<file path="src/rtl/core/csvt_pkg.sv">
// Shared types and constants for the CSV byte tokenizer.
`default_nettype none
package csvt_pkg;

  localparam int unsigned CFG_W = 20;
  localparam logic [CFG_W-1:0] MAX_ROWS_RESET = 20'd1024;

  localparam logic [7:0] CH_QUOTE = 8'h22;
  localparam logic [7:0] CH_COMMA = 8'h2C;
  localparam logic [7:0] CH_CR    = 8'h0D;
  localparam logic [7:0] CH_LF    = 8'h0A;

  localparam logic [2:0] CLS_OTHER = 3'd0;
  localparam logic [2:0] CLS_QUOTE = 3'd1;
  localparam logic [2:0] CLS_COMMA = 3'd2;
  localparam logic [2:0] CLS_CR    = 3'd3;
  localparam logic [2:0] CLS_LF    = 3'd4;

  localparam logic [2:0] KIND_BYTE    = 3'd0;
  localparam logic [2:0] KIND_FEND    = 3'd1;
  localparam logic [2:0] KIND_ROW_END = 3'd2;
  localparam logic [2:0] KIND_ERR     = 3'd3;
  localparam logic [2:0] KIND_DONE    = 3'd4;

  localparam logic [1:0] ERR_NONE    = 2'd0;
  localparam logic [1:0] ERR_STRAY   = 2'd1;
  localparam logic [1:0] ERR_UNTERM  = 2'd2;
  localparam logic [1:0] ERR_ROWS    = 2'd3;

  localparam logic [1:0] QM_OUT   = 2'd0;
  localparam logic [1:0] QM_IN    = 2'd1;
  localparam logic [1:0] QM_QSEEN = 2'd2;

  typedef struct packed {
    logic [7:0] data_byte;
    logic       end_of_stream;
  } csvt_in_t;

  typedef struct packed {
    logic [2:0] kind;
    logic [7:0] field_byte;
    logic [1:0] error_code;
    logic       last;
  } csvt_out_t;

  typedef struct packed {
    logic [7:0] data_byte;
    logic [2:0] cls;
    logic       eos;
  } csvt_entry_t;

  typedef struct packed {
    logic        vld;
    csvt_entry_t ent;
  } csvt_head_t;

endpackage
`default_nettype wire

</file>
<file path="src/rtl/core/csvt_front.sv">
// Input side: accepts bytes, classifies them and holds them in a two-entry queue.
`default_nettype none
module csvt_front
  import csvt_pkg::*;
(
  input  wire logic       clk,
  input  wire logic       rst_n,
  input  wire logic       in_valid,
  output logic            in_stall,
  input  wire csvt_in_t   in_item,
  output csvt_head_t      head,
  input  wire logic       pop
);

  csvt_entry_t q_r [2];
  logic        wr_ptr_r;
  logic        rd_ptr_r;
  logic [1:0]  count_r;
  logic        wr_ptr_nxt;
  logic        rd_ptr_nxt;
  logic [1:0]  count_nxt;
  logic        push;
  csvt_entry_t new_ent;

  always_comb begin
    new_ent.data_byte = in_item.data_byte;
    new_ent.eos       = in_item.end_of_stream;
    case (in_item.data_byte)
      CH_QUOTE: new_ent.cls = CLS_QUOTE;
      CH_COMMA: new_ent.cls = CLS_COMMA;
      CH_CR:    new_ent.cls = CLS_CR;
      CH_LF:    new_ent.cls = CLS_LF;
      default:  new_ent.cls = CLS_OTHER;
    endcase
  end

  assign in_stall = (count_r == 2'd2);
  assign push     = in_valid && !in_stall;

  assign head.vld = (count_r != 2'd0);
  assign head.ent = q_r[rd_ptr_r];

  always_comb begin
    wr_ptr_nxt = push ? ~wr_ptr_r : wr_ptr_r;
    rd_ptr_nxt = pop ? ~rd_ptr_r : rd_ptr_r;
    count_nxt  = count_r + {1'b0, push} - {1'b0, pop};
  end

  always_ff @(posedge clk) begin
    if (!rst_n) begin
      wr_ptr_r <= 1'b0;
      rd_ptr_r <= 1'b0;
      count_r  <= 2'd0;
    end else begin
      wr_ptr_r <= wr_ptr_nxt;
      rd_ptr_r <= rd_ptr_nxt;
      count_r  <= count_nxt;
    end
  end

  always_ff @(posedge clk) begin
    if (push) begin
      q_r[wr_ptr_r] <= new_ent;
    end
  end

  a_no_pop_empty: assert property (@(posedge clk) disable iff (!rst_n)
    pop |-> count_r != 2'd0)
    else $error("queue popped while empty");

  a_count_range: assert property (@(posedge clk) disable iff (!rst_n)
    count_r != 2'd3)
    else $error("queue count out of range");

  a_full_pop: assert property (@(posedge clk) disable iff (!rst_n)
    (count_r == 2'd2) && pop |=> count_r == 2'd1)
    else $error("queue accepted a transfer while full");

endmodule
`default_nettype wire

</file>
<file path="src/rtl/core/csvt_back.sv">
// Tokenizer state machine and output register fed from the input queue.
`default_nettype none
module csvt_back
  import csvt_pkg::*;
#(
  parameter int unsigned MW = 20
) (
  input  wire logic          clk,
  input  wire logic          rst_n,
  input  wire csvt_head_t    head,
  output logic               pop,
  input  wire logic [MW-1:0] row_limit,
  output logic               out_valid,
  input  wire logic          out_stall,
  output csvt_out_t          out_item
);

  logic [1:0]    qm_r, qm_nxt;
  logic          content_r, content_nxt;
  logic          rowf_r, rowf_nxt;
  logic          skip_r, skip_nxt;
  logic [MW-1:0] rows_r, rows_nxt;
  logic          hold_r, hold_nxt;
  logic          pend_done_r, pend_done_nxt;
  logic          out_valid_r, out_valid_nxt;
  csvt_out_t     out_item_r;
  csvt_out_t     cand;
  logic          cand_vld;
  logic          two;
  logic          load_ok;
  logic          load;
  logic          blank;
  logic          over;

  assign load_ok = !out_valid_r || !out_stall;
  assign pop     = !pend_done_r && head.vld && load_ok;
  assign blank   = !content_r && !rowf_r;
  assign over    = (rows_r >= row_limit);

  always_comb begin
    qm_nxt      = qm_r;
    content_nxt = content_r;
    rowf_nxt    = rowf_r;
    skip_nxt    = skip_r;
    rows_nxt    = rows_r;
    hold_nxt    = hold_r;
    cand        = '0;
    cand_vld    = 1'b0;
    two         = 1'b0;
    if (pend_done_r) begin
      cand.kind = KIND_DONE;
      cand.last = 1'b1;
      cand_vld  = 1'b1;
    end else if (pop) begin
      if (head.ent.eos) begin
        cand_vld  = 1'b1;
        cand.kind = KIND_DONE;
        cand.last = 1'b1;
        if (!hold_r) begin
          if (qm_r == QM_IN) begin
            cand.kind       = KIND_ERR;
            cand.error_code = ERR_UNTERM;
            cand.last       = 1'b0;
            two             = 1'b1;
          end else if (!blank) begin
            cand.last = 1'b0;
            two       = 1'b1;
            if (over) begin
              cand.kind       = KIND_ERR;
              cand.error_code = ERR_ROWS;
            end else begin
              cand.kind = KIND_ROW_END;
            end
          end
        end
        qm_nxt      = QM_OUT;
        content_nxt = 1'b0;
        rowf_nxt    = 1'b0;
        skip_nxt    = 1'b0;
        rows_nxt    = '0;
        hold_nxt    = 1'b0;
      end else if (!hold_r) begin
        skip_nxt  = 1'b0;
        cand.last = 1'b1;
        if (!(skip_r && head.ent.cls == CLS_LF)) begin
          if (qm_r == QM_IN) begin
            if (head.ent.cls == CLS_QUOTE) begin
              qm_nxt = QM_QSEEN;
            end else begin
              content_nxt     = 1'b1;
              cand_vld        = 1'b1;
              cand.kind       = KIND_BYTE;
              cand.field_byte = head.ent.data_byte;
            end
          end else if (qm_r == QM_QSEEN && head.ent.cls == CLS_QUOTE) begin
            qm_nxt          = QM_IN;
            content_nxt     = 1'b1;
            cand_vld        = 1'b1;
            cand.kind       = KIND_BYTE;
            cand.field_byte = head.ent.data_byte;
          end else begin
            qm_nxt = QM_OUT;
            case (head.ent.cls)
              CLS_QUOTE: begin
                if (content_r) begin
                  hold_nxt        = 1'b1;
                  cand_vld        = 1'b1;
                  cand.kind       = KIND_ERR;
                  cand.error_code = ERR_STRAY;
                end else begin
                  qm_nxt = QM_IN;
                end
              end
              CLS_COMMA: begin
                content_nxt = 1'b0;
                rowf_nxt    = 1'b1;
                cand_vld    = 1'b1;
                cand.kind   = KIND_FEND;
              end
              CLS_CR, CLS_LF: begin
                skip_nxt    = (head.ent.cls == CLS_CR);
                content_nxt = 1'b0;
                rowf_nxt    = 1'b0;
                if (!blank) begin
                  cand_vld = 1'b1;
                  if (over) begin
                    hold_nxt        = 1'b1;
                    cand.kind       = KIND_ERR;
                    cand.error_code = ERR_ROWS;
                  end else begin
                    rows_nxt  = rows_r + 1'b1;
                    cand.kind = KIND_ROW_END;
                  end
                end
              end
              default: begin
                content_nxt     = 1'b1;
                cand_vld        = 1'b1;
                cand.kind       = KIND_BYTE;
                cand.field_byte = head.ent.data_byte;
              end
            endcase
          end
        end
      end
    end
  end

  assign load = ((pend_done_r && load_ok) || pop) && cand_vld;

  always_comb begin
    pend_done_nxt = pend_done_r;
    if (pend_done_r && load_ok) begin
      pend_done_nxt = 1'b0;
    end else if (pop && two) begin
      pend_done_nxt = 1'b1;
    end
    if (load) begin
      out_valid_nxt = 1'b1;
    end else if (!out_stall) begin
      out_valid_nxt = 1'b0;
    end else begin
      out_valid_nxt = out_valid_r;
    end
  end

  always_ff @(posedge clk) begin
    if (!rst_n) begin
      qm_r        <= QM_OUT;
      content_r   <= 1'b0;
      rowf_r      <= 1'b0;
      skip_r      <= 1'b0;
      rows_r      <= '0;
      hold_r      <= 1'b0;
      pend_done_r <= 1'b0;
      out_valid_r <= 1'b0;
    end else begin
      qm_r        <= qm_nxt;
      content_r   <= content_nxt;
      rowf_r      <= rowf_nxt;
      skip_r      <= skip_nxt;
      rows_r      <= rows_nxt;
      hold_r      <= hold_nxt;
      pend_done_r <= pend_done_nxt;
      out_valid_r <= out_valid_nxt;
    end
  end

  always_ff @(posedge clk) begin
    if (load) begin
      out_item_r <= cand;
    end
  end

  assign out_valid = out_valid_r;
  assign out_item  = out_item_r;

  a_pend_has_out: assert property (@(posedge clk) disable iff (!rst_n)
    pend_done_r |-> out_valid_r && !out_item_r.last)
    else $error("pending done without a first result in the output register");

  a_done_last: assert property (@(posedge clk) disable iff (!rst_n)
    out_valid_r && out_item_r.kind == KIND_DONE |-> out_item_r.last)
    else $error("done token without last");

  a_byte_zero: assert property (@(posedge clk) disable iff (!rst_n)
    out_valid_r && out_item_r.kind != KIND_BYTE |-> out_item_r.field_byte == 8'd0)
    else $error("field byte set on a non-byte token");

  a_code_kind: assert property (@(posedge clk) disable iff (!rst_n)
    out_valid_r |-> (out_item_r.error_code != ERR_NONE) == (out_item_r.kind == KIND_ERR))
    else $error("error code does not match token kind");

endmodule
`default_nettype wire

</file>
<file path="src/rtl/core/csv_byte_tokenizer.sv">
// Top level of the streaming CSV byte tokenizer.
// The tokenizer takes one byte of CSV text per transfer and sustains one byte
// per cycle while out_stall is low and no second end-of-stream token waits;
// every byte yields at most one token. An end-of-stream transfer that closes
// a non-empty row or an open quote yields two tokens, which the single output
// register carries one after the other. Bytes pass through a two-entry queue
// and then the tokenizer state machine into the registered output.
// The row limit register may be written at any time the block is idle; it is
// written through cfg_data and is always ready.
`default_nettype none
module csv_byte_tokenizer
  import csvt_pkg::*;
#(
  parameter int unsigned ROW_COUNT_WIDTH = 20
) (
  input  wire logic             clk,
  input  wire logic             rst_n,
  input  wire logic             in_valid,
  output logic                  in_stall,
  input  wire csvt_in_t         in_item,
  output logic                  out_valid,
  input  wire logic             out_stall,
  output csvt_out_t             out_item,
  input  wire logic             cfg_valid,
  output logic                  cfg_ready,
  input  wire logic [CFG_W-1:0] cfg_data
);

  localparam int unsigned MW = (ROW_COUNT_WIDTH < CFG_W) ? ROW_COUNT_WIDTH : CFG_W;

  logic [MW-1:0] row_limit_r;
  csvt_head_t    head;
  logic          pop;

  assign cfg_ready = 1'b1;

  always_ff @(posedge clk) begin
    if (!rst_n) begin
      row_limit_r <= MW'(MAX_ROWS_RESET);
    end else if (cfg_valid && cfg_ready) begin
      row_limit_r <= MW'(cfg_data);
    end
  end

  csvt_front u_front (
    .clk      (clk),
    .rst_n    (rst_n),
    .in_valid (in_valid),
    .in_stall (in_stall),
    .in_item  (in_item),
    .head     (head),
    .pop      (pop)
  );

  csvt_back #(
    .MW (MW)
  ) u_back (
    .clk       (clk),
    .rst_n     (rst_n),
    .head      (head),
    .pop       (pop),
    .row_limit (row_limit_r),
    .out_valid (out_valid),
    .out_stall (out_stall),
    .out_item  (out_item)
  );

endmodule
`default_nettype wire
</file>
<file path="config.mk">
export PLATFORM = sky130hd
export DESIGN_NAME = csv_byte_tokenizer
export DESIGN_NICKNAME = d
export VERILOG_FILES = /design/src/rtl/core/csvt_pkg.sv /design/src/rtl/core/csvt_front.sv /design/src/rtl/core/csvt_back.sv /design/src/rtl/core/csv_byte_tokenizer.sv
export SDC_FILE = /design/constraint.sdc
export NUM_CORES = 1
export LEC_CHECK = 0
export BUFFER_PORTS_ARGS = -buffer_cell sky130_fd_sc_hd__buf_2
export CAP_MARGIN = 20
export CORE_UTILIZATION = 60
export DETAILED_ROUTE_END_ITERATION = 10
export GPL_TIMING_DRIVEN = 1
export PLACE_DENSITY = 0.86
export SLEW_MARGIN = 20
export SYNTH_ARGS = -nofsm -noshare
export SYNTH_HDL_FRONTEND = slang
export SYNTH_SLANG_ARGS = --single-unit
</file>
<file path="constraint.sdc">
create_clock -name clk -period 4.7 [get_ports clk]
set_input_delay 0.705 -clock clk [delete_from_list [all_inputs] [get_ports clk]]
set_output_delay 0.705 -clock clk [all_outputs]
set_load 0.03 [all_outputs]
</file>
Word-level counts from Yosys, hierarchy flattened

Memory sizes are Yosys's and may differ from the RTL's. A register that Yosys moved wholly into a read port is not among the register bits.
Index checks and enable logic that the tools add are counted.

Order comparisons: 1
Multiplexer cells: 92
Add/sub/neg operators: 3
Equal/unequal tests: 21
Reduce and logical (&&, ||, !) cells: 32
Bitwise gates (word level): 5

Operator list:

| cell                    | number |
|---|---|
| $mux W20                | 8 |
| $mux W1                 | 48 |
| $mux W14                | 2 |
| $mux W2                 | 13 |
| $mux W3                 | 8 |
| $mux W8                 | 3 |
| $mux W11                | 2 |
| $add A20 B1 Y20 const B | 1 |
| $ge A20 B20 Y1          | 1 |
| $eq A8 B4 Y1 const B    | 2 |
| $eq A8 B6 Y1 const B    | 2 |
| $mux W13                | 1 |
| $ne A2 B2 Y1 const B    | 6 |
| $pmux W3 S4             | 1 |
| $logic_and A1 B1 Y1     | 9 |
| $ne A3 B3 Y1 const B    | 3 |
| $pmux W3 S3             | 1 |
| $reduce_and A9 Y1       | 1 |
| $pmux W1 S2             | 4 |
| $reduce_and A7 Y1       | 1 |
| $eq A3 B2 Y1 const B    | 2 |
| $logic_not A1 Y1        | 6 |
| $reduce_and A6 Y1       | 1 |
| $reduce_or A2 Y1        | 3 |
| 18 further kinds        | 25 |

RAM bits: 24
Output and inout port bits: 17
Word-level logic and storage cells: 172
Memories kept: 1
Register bits after elaboration: 66

Memory list:

| memory      | depth | width | rd ports | clocked after Yosys merged registers in | write ports | RTL line         | RTL |
|---|---|---|---|---|---|---|---|
| u_front.q_r | 2     | 12    | 1        | 1                                       | 1           | csvt_front.sv:15 | `csvt_entry_t q_r [2];` |

Longest topological paths before layout

Depth after elaboration: 13
Depth in mapped cells: 11
Depth with buffers taken out: 9

Modules after synthesis

Synthesis repeated with hierarchy kept, for this count alone.

Cell total of the unflattened synthesis: 476
Area, all modules: 4685.7 um^2

By module, submodules not included:

| module             | area each (um^2) | sequential area each (um^2) | cells each | instances |
|---|---|---|---|---|
| csvt_back          | 2762.6           | 980.9                       | 335        | 1 |
| csvt_front         | 1158.6           | 820.8                       | 75         | 1 |
| csv_byte_tokenizer | 764.5            | 400.4                       | 66         | 1 |

Least setup slack after synthesis

No wires, ideal clock.

Kind: input-to-reg
Start point: input port out_stall
End point: register u_back.rows_r[7]
Path buffers: 3
Stages on the path: 11
Arrival time: 2.793 ns
Slack: 1.837 ns
Cells stage by stage: o2bb2ai_1 -> or2_1 -> buf_6 -> clkinv_4 -> nand2_2 -> a31o_1 -> buf_6 -> o41a_4 -> buf_6 -> or4_1 -> a21oi_1

Cells in the longest elaborated chain, start to end: 4

RTL lines:

| what                               | RTL line                 | RTL |
|---|---|---|
| start: declaration                 | csv_byte_tokenizer.sv:22 | `input wire logic out_stall,` |
| $logic_not A1 Y1                   | csvt_back.sv:35          | `assign load_ok = !out_valid_r \|\| !out_stall;` |
| $logic_or A1 B1 Y1                 | csvt_back.sv:35          |  |
| $logic_and A1 B1 Y1                | csvt_back.sv:36          | `assign pop = !pend_done_r && head.vld && load_ok;` |
| $reduce_and A9 Y1 (no source line) | --                       |  |
| end signal: assignment             | csvt_back.sv:182         | `rows_r <= rows_nxt;` |
| end: declaration                   | csvt_back.sv:22          | `logic [MW-1:0] rows_r, rows_nxt;` |

Every way passes these cells.
A chain may end at the register's enable or synchronous reset.

==> impl_results.html <==
<table>
<tr><th>Metric</th><th>Value</th></tr>
<tr><th colspan="2">Pwr</th></tr>
<tr><td>Net Sw Power</td><td>925 uW</td></tr>
<tr><td>Leakage power total</td><td>2.01 nW</td></tr>
<tr><td>Share of total power consumed by net switching</td><td>38.1%</td></tr>
<tr><td>Clock share of power</td><td>22.7%</td></tr>
<tr><td>Cell Pwr Density</td><td>471 nW/um2</td></tr>
<tr><td>Proportion of power drawn by combinational gates</td><td>33.3%</td></tr>
<tr><td>VDD IR max</td><td>0.000376 V</td></tr>
<tr><td>Portion of total power attributed to sequential cells</td><td>44.0%</td></tr>
<tr><td>Power Internal</td><td>1.50 mW</td></tr>
<tr><th colspan="2">Logic synthesis</th></tr>
<tr><td>Portion of synthesized cell area occupied by the leading cell type</td><td>24.5%</td></tr>
<tr><td>Predominant post-synthesis flop cell</td><td>sky130_fd_sc_hd__dfxtp_1</td></tr>
<tr><td>Post-synthesis net count</td><td>527</td></tr>
<tr><td>Synthesized netlist cell count</td><td>470</td></tr>
<tr><td>Syn Area/Cell</td><td>9.93 um2</td></tr>
<tr><td>Most used standard cell by instance count after synthesis</td><td>sky130_fd_sc_hd__dfxtp_1</td></tr>
<tr><td>Distinct cell type count after synthesis</td><td>58</td></tr>
<tr><td>Number of enable flip-flop cells after synthesis</td><td>38</td></tr>
<tr><td>Most frequent cells after synthesis</td><td>53 x sky130_fd_sc_hd__dfxtp_1, 38 x sky130_fd_sc_hd__edfxtp_1, 36 x sky130_fd_sc_hd__nor2_1</td></tr>
<tr><td>Number of synthesized register bits</td><td>91</td></tr>
<tr><td>Dominant cells by area after synthesis</td><td>sky130_fd_sc_hd__edfxtp_1 24%, sky130_fd_sc_hd__dfxtp_1 23%, sky130_fd_sc_hd__mux2i_1 7.1%</td></tr>
<tr><td>Sequential element share of the synthesized area</td><td>47.2%</td></tr>
<tr><td>Ys async rst share</td><td>0%</td></tr>
<tr><td>Number of warning messages in the yosys log</td><td>0</td></tr>
<tr><td>Mapped cell area</td><td>4670 um2</td></tr>
<tr><td>Cell taking the most area after synthesis</td><td>sky130_fd_sc_hd__edfxtp_1</td></tr>
<tr><th colspan="2">Placed design</th></tr>
<tr><td>Number of input and output port buffers inserted</td><td>49</td></tr>
<tr><td>Routability congestion estimate from global placement</td><td>0.931</td></tr>
<tr><td>Detail Placement HPWL</td><td>6.80 mm</td></tr>
<tr><th colspan="2">Timing</th></tr>
<tr><td>Maximum clock skew at final layout</td><td>0.00721 ns</td></tr>
<tr><td>Unrepaired setup endpoints after global routing</td><td>false</td></tr>
<tr><td>Sum of negative setup slack</td><td>0 ns</td></tr>
<tr><td>Count of endpoints failing setup in the final report</td><td>0</td></tr>
<tr><td>Final cycle utilization of the critical path</td><td>71.7%</td></tr>
<tr><td>Relative slew margins</td><td>34.5%</td></tr>
<tr><td>Worst-Margin Slew</td><td>0.978 ns</td></tr>
<tr><td>Max Slew Vio Count</td><td>0</td></tr>
<tr><td>Final worst hold slack</td><td>0.497 ns</td></tr>
<tr><td>Achievable frequency</td><td>297 MHz</td></tr>
<tr><td>Final-report hold violation count</td><td>0</td></tr>
<tr><td>Final period demand of the worst path</td><td>3.37 ns</td></tr>
<tr><th colspan="2">Clock tree</th></tr>
<tr><td>Number of buffers added for setup after CTS</td><td>0</td></tr>
<tr><td>Clock tree root driver cell</td><td>sky130_fd_sc_hd__clkbuf_8</td></tr>
<tr><td>Count of clock tree sinks</td><td>91</td></tr>
<tr><td>Resized Gates After CTS</td><td>0</td></tr>
<tr><td>H-tree Lvls</td><td>3</td></tr>
<tr><td>Cts bufs inserted</td><td>9</td></tr>
<tr><td>Clock tree from TritonCTS</td><td>done</td></tr>
<tr><td>Clock insertion delay at the later pin of the skew report</td><td>0.35 ns</td></tr>
<tr><td>Hold bufs inserted after CTS</td><td>0</td></tr>
<tr><td>Clock transition at path regs</td><td>0.10 ns</td></tr>
<tr><td>Maximum clock insertion buffer count</td><td>2</td></tr>
<tr><th colspan="2">Final layout</th></tr>
<tr><td>Antenna diode count</td><td>0</td></tr>
<tr><td>Proportion of layout cells with a drive suffix above 1</td><td>14.7%</td></tr>
<tr><td>Number of nets at the end of the flow</td><td>569</td></tr>
<tr><td>Number of fillers in the final layout</td><td>553</td></tr>
<tr><td>Synthesis-to-layout area growth</td><td>10.4%</td></tr>
<tr><th colspan="2">Global routing</th></tr>
<tr><td>GRT Residual Overflow</td><td>0</td></tr>
<tr><td>Number of antenna violations at the first check in global routing</td><td>0</td></tr>
<tr><td>Tot GR Track Use</td><td>23.7%</td></tr>
<tr><td>Number of global-route vias before repair</td><td>3,262</td></tr>
<tr><td>Global-route wire length before repair</td><td>15.5 mm</td></tr>
<tr><td>Pin count of the biggest net entering global routing</td><td>37</td></tr>
<tr><th colspan="2">Status</th></tr>
<tr><td>Run status</td><td>finished clean</td></tr>
<tr><th colspan="2">Floorplanning</th></tr>
<tr><td>Core region area</td><td>7370 um2</td></tr>
<tr><td>Initial standard-cell utilization of the core</td><td>63.3%</td></tr>
<tr><td>Horiz. Die Dim</td><td>90.2 um</td></tr>
<tr><td>Std cell rows</td><td>31</td></tr>
<tr><td>DIE AREA</td><td>8130 um2</td></tr>
<tr><td>Y dimension of the die</td><td>90.2 um</td></tr>
<tr><td>Number of top-level design ports</td><td>51</td></tr>
<tr><th colspan="2">Drt</th></tr>
<tr><td>WL final</td><td>9.45 mm</td></tr>
<tr><td>Count of routing violations after the opening detailed-route iteration</td><td>271</td></tr>
<tr><td>Detail Route Antenna Nets</td><td>0</td></tr>
<tr><td>Vias after detailed routing</td><td>3,583</td></tr>
<tr><td>Drt via density</td><td>5.82</td></tr>
<tr><td>DRC</td><td>0</td></tr>
<tr><td>Number of detailed-routing iterations run before antenna repair</td><td>5</td></tr>
<tr><td>Average wire per cell in the routed design</td><td>15.3 um</td></tr>
<tr><th colspan="2">Setup path</th></tr>
<tr><td>Worst setup path category</td><td>register to register</td></tr>
<tr><td>Critical path arrival</td><td>3.37 ns</td></tr>
<tr><td>Number of buffer and inverter instances along the worst setup path</td><td>0</td></tr>
<tr><td>Kind of capture point of the worst setup path</td><td>register</td></tr>
<tr><td>Worst Path Required</td><td>4.70 ns</td></tr>
<tr><td>Largest stage delay on the critical path</td><td>0.95 ns</td></tr>
<tr><td>Critical Path Slowest Stage Cell</td><td>sky130_fd_sc_hd__dfxtp_1</td></tr>
<tr><td>Maximum fanout encountered on the critical timing path</td><td>20</td></tr>
<tr><td>CP delay by family, top</td><td>compound AO/OA/AOI/OAI gates</td></tr>
<tr><td>Reg2Reg Depth</td><td>7</td></tr>
<tr><td>Library cell appearing most often on the critical path</td><td>sky130_fd_sc_hd__a21oi_1</td></tr>
<tr><td>Cell-by-cell trace of the critical path</td><td>mux2_2 -&gt; a21oi_1 -&gt; a21oi_1 -&gt; o21ai_0 -&gt; o21ai_0 -&gt; a21oi_1 -&gt; a21o_1</td></tr>
<tr><td>Stages on worst setup path</td><td>7</td></tr>
<tr><td>Worst Setup Start Kind</td><td>register</td></tr>
<tr><th colspan="2">Min path</th></tr>
<tr><td>HP Class</td><td>register to register</td></tr>
<tr><td>Cells on Worst Hold Path</td><td>2</td></tr>
<tr><th colspan="2">Run</th></tr>
<tr><td>Number of maximum-capacitance constraint violations</td><td>0</td></tr>
</table>
worst reg2reg max path: stages, from the launching register on:
cell and delay (ns):
sky130_fd_sc_hd__dfxtp_1 0.95, sky130_fd_sc_hd__mux2_2 0.49, sky130_fd_sc_hd__a21oi_1 0.44, sky130_fd_sc_hd__a21oi_1 0.25, sky130_fd_sc_hd__o21ai_0 0.12, sky130_fd_sc_hd__o21ai_0 0.09, sky130_fd_sc_hd__a21oi_1 0.20, sky130_fd_sc_hd__a21o_1 0.47
per-stage QoR:
| step | setup slack, ns | power (mW) | utilization [%] | instance area, um2 | instances |
|---|---|---|---|---|---|
| finish | 1.33 | 2.43 | 69.9 | 5150 | 616 |
| global route | 1.08 | 2.55 | 69.9 | 5150 | 616 |
| CTS | 1.36 | 2.43 | 69.9 | 5150 | 616 |
| detailed placement | 1.35 | 1.88 | 67.1 | 4940 | 600 |
| global placement | 1.42 | 1.86 | 67.1 | 4940 | 600 |
| floorplan | 1.84 | 1.69 | - | 4670 | 470 |
cells by family (layout without fill, tap and decap cells):
group / after synthesis / count (layout) / synth area share, %
AND/OR/NAND/NOR: 164 / 164 / 19.2
AO/OA/AOI/OAI: 99 / 99 / 13.6
flip-flops: 91 / 91 / 47.2
buffers and inverters: 49 / 96 / 4.69
multiplexers: 35 / 35 / 7.56
adder cells (fa/ha/maj): 24 / 24 / 6.38
XOR/XNOR: 7 / 7 / 1.31
other: 1 / 1 / 0.0804
path summary, 6_finish.rpt:
kind	from	end	slack, ns
worst max-delay path	register	u_back.out_item[13]	1.33
worst min-delay path	row_limit_r[10]	row_limit_r[10]	0.50
worst min register to register	row_limit_r[10]	row_limit_r[10]	0.50
worst max register to register	register	u_back.out_item[13]	1.33
layout by cell type (no fill, tap or decap), drive strengths merged, types with 3 or more instances in the layout:
cell,netlist,final
buf,9,51
o211ai,4,4
nor2,36,36
o21ai,21,21
a21boi,4,4
and3,7,7
a21oi,35,35
edfxtp,38,38
o31ai,7,7
or3,12,12
and2,11,11
a31o,3,3
a21o,5,5
nand4,12,12
nand3,10,10
dfxtp,53,53
and4,3,3
nand3b,3,3
clkbuf,11,9
nand2,25,25
nor2b,25,25
o221ai,3,3
ha,23,23
or4,7,7
mux2i,33,33
xnor2,6,6
a31oi,3,3
inv,28,32
area by class of cell:
cell class | instances | area, um2 | area share [%]
Timing Repair Buffer | 51 | 260 | 5.05
Sequential cell | 91 | 2200 | 42.8
Clock buffer | 9 | 124 | 2.41
Clock inverter | 7 | 81.3 | 1.58
Tap cell | 99 | 124 | 2.41
Inverter | 29 | 114 | 2.21
Multi-Input combinational cell | 330 | 2240 | 43.6
layer usage:
layer / up-vias / track usage [%] / routed length [um]
li1: 1793 / - / -
met1: 1665 / 34.5 / 4620
met2: 112 / 35.3 / 4250
met3: 13 / 5.08 / 494
met4: 0 / 7.26 / 89
met5: - / 0 / 0
power groups by stage:
stage	combinational (mW)	clock, mW	sequential [mW]
2_1_floorplan	0.508	0	1.19
3_3_place_gp	0.781	0	1.08
3_5_place_dp	0.796	0	1.08
4_1_cts	0.803	0.557	1.07
5_1_grt	0.880	0.586	1.08
6_report	0.807	0.551	1.07
state kept, by name, indices dropped and copies added (netlist names), 2 cells and up, named ones only:
signal / count
u_front.count_r: 2
u_back.rows_r: 20
u_back.out_item: 14
row_limit_r: 20
u_back.qm_r: 2
u_front.q_r: 24
Note: power is estimated with default switching activity, not from simulation.
